<file path="config.mk">
export PLATFORM = sky130hd
export DESIGN_NAME = scalar_kalman_filter_core
export DESIGN_NICKNAME = d
export VERILOG_FILES = /design/src/design/skf_pkg.sv /design/src/design/scalar_kalman_filter_core.sv /design/src/design/skf_div.sv
export SDC_FILE = /design/constraint.sdc
export NUM_CORES = 2
export LEC_CHECK = 0
export BUFFER_PORTS_ARGS = -buffer_cell sky130_fd_sc_hd__buf_2
export CAP_MARGIN = 10
export CORE_MARGIN = 3
export CORE_UTILIZATION = 45
export CTS_CLUSTER_SIZE = 14
export DETAILED_ROUTE_END_ITERATION = 16
export HOLD_SLACK_MARGIN = 0.15
export SKIP_CTS_REPAIR_TIMING = 1
export SYNTH_ARGS = -nofsm -noshare
export SYNTH_HDL_FRONTEND = slang
export SYNTH_HIERARCHICAL = 1
export SYNTH_SLANG_ARGS = --single-unit
</file>
<file path="constraint.sdc">
create_clock -name aclk -period 11 [get_ports aclk]
set_clock_uncertainty 0.2 [all_clocks]
set_input_delay 1.1 -clock aclk [delete_from_list [all_inputs] [get_ports aclk]]
set_output_delay 1.1 -clock aclk [all_outputs]
set_load 0.01 [all_outputs]
</file>
<file path="src/design/skf_pkg.sv">
// Shared constants for the scalar Kalman filter core.
// No dependencies; imported by the divider, the top level, the checker and the testbench.
`timescale 1ns / 1ps

package skf_pkg;

    localparam int FRAC_BITS = 16;
    localparam int GAIN_BITS = 16;
    localparam int VAL_W     = 32;                 // estimate / measurement
    localparam int NOISE_W   = 31;                 // noise registers
    localparam int DEN_W     = VAL_W + 2;          // variance + noise, exact
    localparam int QUO_W     = GAIN_BITS + 1;      // gain can reach 1.0 before clipping
    localparam int CNT_W     = $clog2(QUO_W + 1);

    localparam logic [VAL_W-1:0]     VAR_ONE  = VAL_W'(1) << FRAC_BITS;
    localparam logic [GAIN_BITS:0]   GAIN_ONE = (GAIN_BITS+1)'(1) << GAIN_BITS;
    localparam logic [GAIN_BITS-1:0] GAIN_MAX = '1;

    // configuration register indexes
    localparam logic [1:0] CFG_INIT_EST   = 2'd0;
    localparam logic [1:0] CFG_PROC_NOISE = 2'd1;
    localparam logic [1:0] CFG_MEAS_NOISE = 2'd2;

endpackage

</file>
<file path="src/design/scalar_kalman_filter_core.sv">
// Scalar Kalman filter core, signed Q16.16 estimate, one measurement per item.
// The gain divider works out the gain one bit a cycle, then two passes go through the shared
// multiplier. The input takes no new item until the last result has entered the output
// register, so a stall on the result side holds the input. Synchronous active-low reset
// restores the register defaults, estimate 0 and variance 1.0. Uses skf_pkg, skf_div.
`timescale 1ns / 1ps

module scalar_kalman_filter_core
    import skf_pkg::*;
(
    input  logic               aclk,
    input  logic               aresetn,
    input  logic               cfg_we,
    input  logic [1:0]         cfg_index,
    input  logic [VAL_W-1:0]   cfg_data,
    input  logic               s_valid,
    output logic               s_ready,
    input  logic signed [VAL_W-1:0] s_measurement,
    output logic               m_valid,
    input  logic               m_ready,
    output logic signed [VAL_W-1:0] m_estimate
);

    localparam logic [2:0] ST_IDLE = 3'd0;
    localparam logic [2:0] ST_DIV  = 3'd1;
    localparam logic [2:0] ST_MUL1 = 3'd2;
    localparam logic [2:0] ST_MUL2 = 3'd3;
    localparam logic [2:0] ST_FIN  = 3'd4;

    localparam int PROD_W = DEN_W + GAIN_BITS + 2;
    localparam int SHR_W  = PROD_W - GAIN_BITS;

    logic [2:0]               state_reg, state_next;
    logic [NOISE_W-1:0]       pnoise_reg, mnoise_reg;
    logic signed [VAL_W-1:0]  est_reg;
    logic [VAL_W-1:0]         var_reg;
    logic signed [VAL_W-1:0]  meas_reg;
    logic [VAL_W-1:0]         p_reg;
    logic                     den_zero_reg;
    logic [GAIN_BITS-1:0]     gain_reg;
    logic signed [PROD_W-1:0] prod_reg;
    logic                     m_valid_reg;
    logic signed [VAL_W-1:0]  m_estimate_reg;

    logic                     accept;
    logic [VAL_W:0]           p_sum;
    logic [VAL_W-1:0]         p_sat;
    logic [DEN_W-1:0]         den;
    logic                     div_done;
    logic [QUO_W-1:0]         div_quo;
    logic signed [DEN_W-1:0]  diff;
    logic signed [DEN_W-1:0]  mul_a;
    logic signed [GAIN_BITS+1:0] mul_b;
    logic signed [PROD_W-1:0] mul_p;
    logic signed [PROD_W-1:0] rnd_sum;
    logic signed [SHR_W-1:0]  rnd_shr;
    logic signed [SHR_W-1:0]  est_wide;
    logic signed [VAL_W-1:0]  est_sat;
    logic [VAL_W-1:0]         var_sat;
    logic                     out_free;

    assign accept   = s_valid && (state_reg == ST_IDLE);
    assign s_ready  = (state_reg == ST_IDLE);
    assign out_free = !m_valid_reg || m_ready;

    // predicted variance, saturating, and the exact gain denominator
    assign p_sum = {1'b0, var_reg} + (VAL_W+1)'(pnoise_reg);
    assign p_sat = p_sum[VAL_W] ? '1 : p_sum[VAL_W-1:0];
    assign den   = DEN_W'(p_sat) + DEN_W'(mnoise_reg);

    skf_div u_div (
        .aclk    (aclk),
        .aresetn (aresetn),
        .start   (accept),
        .num     (p_sat),
        .den     (den),
        .done    (div_done),
        .quo     (div_quo)
    );

    // shared multiplier: innovation * gain, then variance * (1 - gain)
    assign diff = DEN_W'(meas_reg) - DEN_W'(est_reg);
    always_comb begin
        if (state_reg == ST_MUL1) begin
            mul_a = diff;
            mul_b = $signed({2'b00, gain_reg});
        end else begin
            mul_a = $signed(DEN_W'(p_reg));
            mul_b = $signed({1'b0, GAIN_ONE - (GAIN_BITS+1)'(gain_reg)});
        end
    end
    assign mul_p = mul_a * mul_b;

    // round half up, shared by both products
    assign rnd_sum  = prod_reg + PROD_W'(GAIN_ONE >> 1);
    assign rnd_shr  = rnd_sum[PROD_W-1:GAIN_BITS];
    assign est_wide = SHR_W'(est_reg) + rnd_shr;

    always_comb begin
        if (est_wide[SHR_W-1:VAL_W-1] == '0 || est_wide[SHR_W-1:VAL_W-1] == '1)
            est_sat = est_wide[VAL_W-1:0];
        else if (est_wide[SHR_W-1])
            est_sat = {1'b1, {(VAL_W-1){1'b0}}};
        else
            est_sat = {1'b0, {(VAL_W-1){1'b1}}};
    end

    assign var_sat = (rnd_shr[SHR_W-1:VAL_W] != '0) ? '1 : rnd_shr[VAL_W-1:0];

    always_comb begin
        state_next = state_reg;
        case (state_reg)
            ST_IDLE: if (accept) state_next = ST_DIV;
            ST_DIV:  if (div_done) state_next = ST_MUL1;
            ST_MUL1: state_next = ST_MUL2;
            ST_MUL2: state_next = ST_FIN;
            ST_FIN:  if (out_free) state_next = ST_IDLE;
            default: state_next = ST_IDLE;
        endcase
    end

    always_ff @(posedge aclk) begin
        if (!aresetn) begin
            state_reg   <= ST_IDLE;
            m_valid_reg <= 1'b0;
            pnoise_reg  <= NOISE_W'(655);
            mnoise_reg  <= NOISE_W'(65536);
            est_reg     <= '0;
            var_reg     <= VAR_ONE;
        end else begin
            state_reg <= state_next;
            if (state_reg == ST_FIN && out_free)
                m_valid_reg <= 1'b1;
            else if (m_valid_reg && m_ready)
                m_valid_reg <= 1'b0;
            if (cfg_we) begin
                case (cfg_index)
                    CFG_INIT_EST: begin
                        est_reg <= $signed(cfg_data);
                        var_reg <= VAR_ONE;
                    end
                    CFG_PROC_NOISE: pnoise_reg <= cfg_data[NOISE_W-1:0];
                    CFG_MEAS_NOISE: mnoise_reg <= cfg_data[NOISE_W-1:0];
                    default: ;
                endcase
            end
            if (state_reg == ST_MUL2)
                est_reg <= est_sat;
            if (state_reg == ST_FIN && out_free)
                var_reg <= var_sat;
        end
        if (accept) begin
            meas_reg     <= s_measurement;
            p_reg        <= p_sat;
            den_zero_reg <= (den == '0);
        end
        if (state_reg == ST_DIV && div_done) begin
            if (den_zero_reg)
                gain_reg <= '0;
            else if (div_quo[QUO_W-1])
                gain_reg <= GAIN_MAX;
            else
                gain_reg <= div_quo[GAIN_BITS-1:0];
        end
        if (state_reg == ST_MUL1 || state_reg == ST_MUL2)
            prod_reg <= mul_p;
        if (state_reg == ST_FIN && out_free)
            m_estimate_reg <= est_reg;
    end

    assign m_valid    = m_valid_reg;
    assign m_estimate = m_estimate_reg;

endmodule

</file>
<file path="src/design/skf_div.sv">
// Restoring divider for the filter gain: floor(num * 2^GAIN_BITS / den), num <= den.
// One quotient bit per cycle; depends on skf_pkg.
`timescale 1ns / 1ps

module skf_div
    import skf_pkg::*;
(
    input  logic             aclk,
    input  logic             aresetn,
    input  logic             start,
    input  logic [VAL_W-1:0] num,
    input  logic [DEN_W-1:0] den,
    output logic             done,
    output logic [QUO_W-1:0] quo
);

    logic [DEN_W:0]   rem_reg, rem_next;
    logic [DEN_W-1:0] den_reg;
    logic [QUO_W-1:0] quo_reg, quo_next;
    logic [CNT_W-1:0] cnt_reg, cnt_next;
    logic             first_reg, first_next;
    logic             done_reg, done_next;
    logic [DEN_W:0]   trial;
    logic             fits;

    // first step compares num itself (integer bit of the gain), later steps shift
    assign trial = first_reg ? rem_reg : {rem_reg[DEN_W-1:0], 1'b0};
    assign fits  = trial >= {1'b0, den_reg};

    always_comb begin
        rem_next   = rem_reg;
        quo_next   = quo_reg;
        cnt_next   = cnt_reg;
        first_next = first_reg;
        done_next  = 1'b0;
        if (start) begin
            rem_next   = (DEN_W+1)'(num);
            quo_next   = '0;
            cnt_next   = CNT_W'(QUO_W);
            first_next = 1'b1;
        end else if (cnt_reg != '0) begin
            rem_next   = fits ? trial - {1'b0, den_reg} : trial;
            quo_next   = {quo_reg[QUO_W-2:0], fits};
            cnt_next   = cnt_reg - CNT_W'(1);
            first_next = 1'b0;
            done_next  = (cnt_reg == CNT_W'(1));
        end
    end

    always_ff @(posedge aclk) begin
        if (!aresetn) begin
            cnt_reg  <= '0;
            done_reg <= 1'b0;
        end else begin
            cnt_reg  <= cnt_next;
            done_reg <= done_next;
        end
        rem_reg   <= rem_next;
        quo_reg   <= quo_next;
        first_reg <= first_next;
        if (start)
            den_reg <= den;
    end

    assign done = done_reg;
    assign quo  = quo_reg;

endmodule

</file>
Word level (Yosys, flattened, before mapping)
Index checks and enable logic that the tools add are counted.
Operators by class
  reductions and logical operators: 27
  multipliers: 1
  equal/unequal tests: 11
  mux-type cells: 25
  $lt $le $gt $ge: 1
  bitwise gates (word level): 2
  $add $sub $neg: 8
Operator list (count)
  32-bit two-way mux: 12
  35-bit two-way mux: 2
  32-bit by 31-bit adder with 33-bit output: 2
  52-bit by 16-bit adder with 52-bit output (second input constant): 1
  34-bit by 18-bit multiplier with 52-bit output: 1
  32-bit by 36-bit adder with 36-bit output: 1
  35-bit by 34-bit >= comparator with 1-bit output: 1
  35-bit by 34-bit subtractor with 35-bit output: 1
  34-bit zero test: 1
  34-bit two-way mux: 1
  32-bit by 32-bit subtractor with 33-bit output: 1
  17-bit two-way mux: 1
  17-bit by 16-bit subtractor with 17-bit output (first input constant): 1
  16-bit two-way mux: 1
  3-bit case mux with 5 select lines: 1
  2-bit nonzero test: 6
  5-bit two-way mux: 2
  3-bit two-way mux: 3
  2-bit AND reduction: 4
  3-bit by 2-bit == test with 1-bit output (second input constant): 2
  5-bit by 1-bit == test with 1-bit output (second input constant): 1
  5-bit == test (second input constant): 1
  5-bit zero test: 1
  5-bit nonzero test: 1
  18 further kinds: 26
Storage, ports and cells
  register bits after elaboration: 388
  input port bits: 71
  output and inout bits: 34
  logic and storage cells: 95

Depth between registers and ports, before layout
  word-level depth: 6
  mapped depth: 38
  gate-level depth less buffers: 38

By module
The synthesis kept the hierarchy.
By module, submodules not included
  scalar_kalman_filter_core: area each 36418.7 um^2, cells an instance 4186, times used 1, seq. area each 7106.8 um^2
  skf_div: area each 6334.8 um^2, cells an instance 686, times used 1, seq. area each 2522.4 um^2

Worst setup path after synthesis
Ideal clock, no wire load.
  kind: register to register
  start: reg state_reg[1]
  end: reg prod_reg[51], data pin
  setup slack: 956 ps
  data arrival time: 9584 ps
  path buffers: 4
  clock period less this slack: 10044 ps
  required time: 10540 ps
  library setup time: 260 ps
  stages on the path, launching flop included: 31
  cells stage by stage: dfxtp_1 > nor2b_1 > nor2b_1 > clkbuf_1 > buf_1 > clkbuf_1 > buf_1 > nand2_1 > nand2_1 > nand2_1 > fa_1 > inv_1 > fa_1 > fa_1 > fa_1 > fa_1 > inv_1 > fa_1 > inv_1 > ha_1 > a21o_1 > a21o_1 > a21oi_1 > nor2_1 > a2111oi_0 > a31oi_1 > a31oi_1 > o21ai_0 > o21a_1 > nor2_1 > xnor2_1
Between the ends
  longest elaborated chain between the ends: 3
  elaborated cells on any way between the ends: 4
  those cells by class: mul: 1; eq/ne: 1; mux: 2
RTL lines
  start, declared: line scalar_kalman_filter_core.sv:33  | logic [2:0] state_reg, state_next;
  start signal, assigned: line scalar_kalman_filter_core.sv:131  | state_reg <= state_next;
  3-bit by 2-bit == test with 1-bit output *: line scalar_kalman_filter_core.sv:84  | if (state_reg == ST_MUL1) begin
  34-bit two-way mux / 17-bit two-way mux (equally long branches): line scalar_kalman_filter_core.sv:84
  34-bit by 18-bit multiplier with 52-bit output *: line scalar_kalman_filter_core.sv:92  | assign mul_p = mul_a * mul_b;
  via mul_p[51]: line scalar_kalman_filter_core.sv:54  | logic signed [PROD_W-1:0] mul_p;
  end signal, assigned: line scalar_kalman_filter_core.sv:166  | prod_reg <= mul_p;
  end, declared: line scalar_kalman_filter_core.sv:41  | logic signed [PROD_W-1:0] prod_reg;
Mark *: on every way through the listed nets, which the timed path passes. The rest lies on a longest branch.
A chain may end at the register's enable or synchronous reset.

Worst setup path after layout
  start: reg est_reg[2]
  end: reg prod_reg[51], data pin
Between the ends
  longest elaborated chain between the ends: 3
RTL lines
  start, declared: line scalar_kalman_filter_core.sv:35  | logic signed [VAL_W-1:0] est_reg;
  start signal, assigned: line scalar_kalman_filter_core.sv:139  | est_reg <= $signed(cfg_data);
  start signal, assigned: line scalar_kalman_filter_core.sv:148  | est_reg <= est_sat;
  32-bit by 32-bit subtractor with 33-bit output: line scalar_kalman_filter_core.sv:82  | assign diff = DEN_W'(meas_reg) - DEN_W'(est_reg);
  34-bit two-way mux: line scalar_kalman_filter_core.sv:84
  34-bit by 18-bit multiplier with 52-bit output: line scalar_kalman_filter_core.sv:92
  via mul_p[51]: line scalar_kalman_filter_core.sv:54
The timed path passes the listed nets, and every way through them passes these cells.

==> results_dict.tcl <==
set metrics [dict create \
    drt-total-wl_um 133000 \
    ys_seq_elements 373 \
    nets 5827 \
    syn_inst 4872 \
    critical_path.slowest_cell "a221oi_1" \
    gp_congestion 0.963 \
    synth_top_family_by_area "adder cells" \
    crit_top_cell "fa_1" \
    final_layout_size_suffix_gt1_frac 0.0778 \
    r2r-start "est_reg[2]" \
    syn2layout_area_growth_pct 9.05 \
    synth_cell_type_count 95 \
    drtIter0Drc 2443 \
    cts.clk_slew.worst_paths_ns 0.06 \
    root_buffer "clkbuf_16" \
    start_util 0.456 \
    synth_edf_count 216 \
    layout_setup_ws_ns 0.706 \
    wl_per_cell_um 21.4 \
    cp.arrival_ns 10.44 \
    startpoint "est_reg[2]" \
    synth_xor_area_frac 0.0496 \
    hold_depth 0 \
    dpl_worst_slack_ns 0.597 \
    cp-end-kind "flop" \
    clock_latency_ns 0.61 \
    grt_pass1_vias 34400 \
    ys_seq_area_frac 0.225 \
    syn_area_mm2 0.0428 \
    yosysMostFrequentCell "nand2_1" \
    synth_compound_area_frac 0.120 \
    power_mw 16.3 \
    ir_worst_vdd_v 0.000434 \
    reg2regPathDepth 33 \
    criticalPathCategory "flop to flop" \
    p_leak_nw 21.6 \
    fin_crit_sh 0.936 \
    synth_simple_gate_area_share 0.170 \
    yosys_warnings 6 \
    ios 105 \
    ys_top_cells_by_count "866 x nand2_1, 733 x inv_1, 543 x fa_1, 400 x nor2_1, 287 x ha_1" \
    syn_area_per_cell_um2 8.78 \
    hold_end "m_estimate[5]" \
    grt_pass1_wl_um 205000 \
    clockBufferDepth 3 \
    num_vias 34200 \
    final_area_mm2 0.0466 \
    n_fill_cell 8947 \
    synth_fa_ha_area_frac 0.338 \
    core_area_mm2 0.0937 \
    pwr_density_cell_mw_per_mm2 350 \
    setup_violations 0 \
    dieArea_mm2 0.0987 \
    postPlaceCellArea_mm2 0.0450 \
    async_flop_share 0 \
    cts_buffers 45 \
    die_w_um 314 \
    grt_max_degree 72 \
    synthDominantCellAreaShare 0.254 \
    maxCapViolCount 0 \
    critPathRequiredTime_ns 11.15 \
    grt_overflow 0 \
    ff2ff_setup_slack_ns 0.71 \
    die_y_um 314 \
    hp-start "est_reg[5]" \
    worst-path-max-fanout 5 \
    first_pass_iters 10 \
    port_buffers 104 \
    h-tree-depth 2 \
    finalCriticalPeriod_ns 10.29 \
    drv_slew 0 \
    setup_tns_ns 0 \
    rsz0062_at_grt "false" \
    via_per_inst 5.50 \
    dp_hpwl_um 108000 \
    timing_hold_violations_final 0 \
    synth_flop_cell "edfxtp_1" \
    yosysTopAreaCell "fa_1" \
    slew_headroom 0.190 \
    fmax_mhz 97.1 \
    antenna_found_initial 7 \
    clock_sink_count 373 \
    drc 0 \
    startpoint_type "flop" \
    ant_nets 0 \
    largest_reg_flops 37 \
    muxShareOfSynthArea 0.0149 \
    r2r_end "prod_reg[51]" \
    tightest_slew_ns 1.21 \
    cts_tree "yes" \
    slowest_delay_ns 0.57 \
    track_usage 0.273 \
    rows 112 \
    whs_ns 0.263 \
    min_path_type "flop to flop" \
    status "finished, final reports clean" \
    yosys-top-cells-area "fa_1 25%, edfxtp_1 15%, ha_1 8.4%" \
]
[cell usage in the layout, fill, tap and decap left out, types with 7 or more instances in the layout]
cell type  instances
a211o_1            7
a211oi_1          55
a21boi_0          66
a21o_1            86
a21oi_1          215
a221oi_1           9
a31o_2            11
a31oi_1           49
and2_1            72
and3_1            35
buf_2            103
buf_4             94
clkbuf_16         46
dfxtp_1          157
edfxtp_1         216
fa_1             543
ha_1             287
inv_1            733
mux2_2            37
mux2i_1           21
nand2_1          866
nand2b_1          28
nand3_1           59
nand4_1           37
nor2_1           400
nor2b_1           27
nor3_1            45
nor4_1            42
o211ai_1          23
o21a_1            37
o21ai_0          100
o21ai_1           17
o21bai_1          18
o31ai_1            7
or2_2              7
xnor2_1          151
xor2_1            78
[critical path, delay by kind of cell, from the launching register on]
family | cells | cell delay, ns
compound gates | 14 | 4.54
fa+ha+maj | 8 | 3.71
simple gates | 6 | 0.82
flops | 1 | 0.35
xor+xnor | 2 | 0.24
buf+inv | 3 | 0.18
[power by group]
| part | internal [mW] | leakage [nW] | total [mW] | switching [mW] |
|---|---|---|---|---|
| logic | 4.79 | 17.5 | 12.4 | 7.59 |
| clock network | 0.960 | 0.785 | 1.63 | 0.668 |
| registers | 2.20 | 3.34 | 2.31 | 0.103 |
| total | 7.95 | 21.6 | 16.3 | 8.37 |
[cell type report]
type / instances / area (um^2) / area share
diodes: 1 / 2.50 / 0.0000537
clock buffers: 57 / 1250 / 0.0268
clock inverters: 27 / 363 / 0.00778
inverters: 734 / 2760 / 0.0591
multi-input cells: 3574 / 29800 / 0.639
flip-flops and latches: 373 / 9630 / 0.207
well taps: 1254 / 1570 / 0.0337
repair buffers: 198 / 1240 / 0.0266
[per-layer routing]
layer	track usage	vias up	part of all wire
met5	0	-	0
met4	0.0869	0	0.035
met3	0.0434	231	0.074
met2	0.437	1183	0.46
met1	0.379	16900	0.43
li1	-	15900	-
[per-stage QoR]
step,utilization,std cells
3_3_place_gp,0.480,6133
2_1_floorplan,-,4873
5_1_grt,0.497,6217
6_report,0.497,6218
4_1_cts,0.497,6217
3_5_place_dp,0.480,6133
[worst max-delay path by stage]
stage                               to  slack, ns
after CTS                 prod_reg[51]       0.56
after global routing      prod_reg[51]       0.07
after floorplan           prod_reg[51]       0.96
after global placement    prod_reg[51]       0.77
final                     prod_reg[51]       0.71
after detailed placement  prod_reg[51]       0.60
[cells by family after synthesis]
group           after synthesis
compound gates              770
xor+xnor                    242
fa+ha+maj                   830
buf+inv                     926
flops                       373
mux                          59
other cells                   2
simple gates               1670
Note: power is estimated with default switching activity, not from simulation.
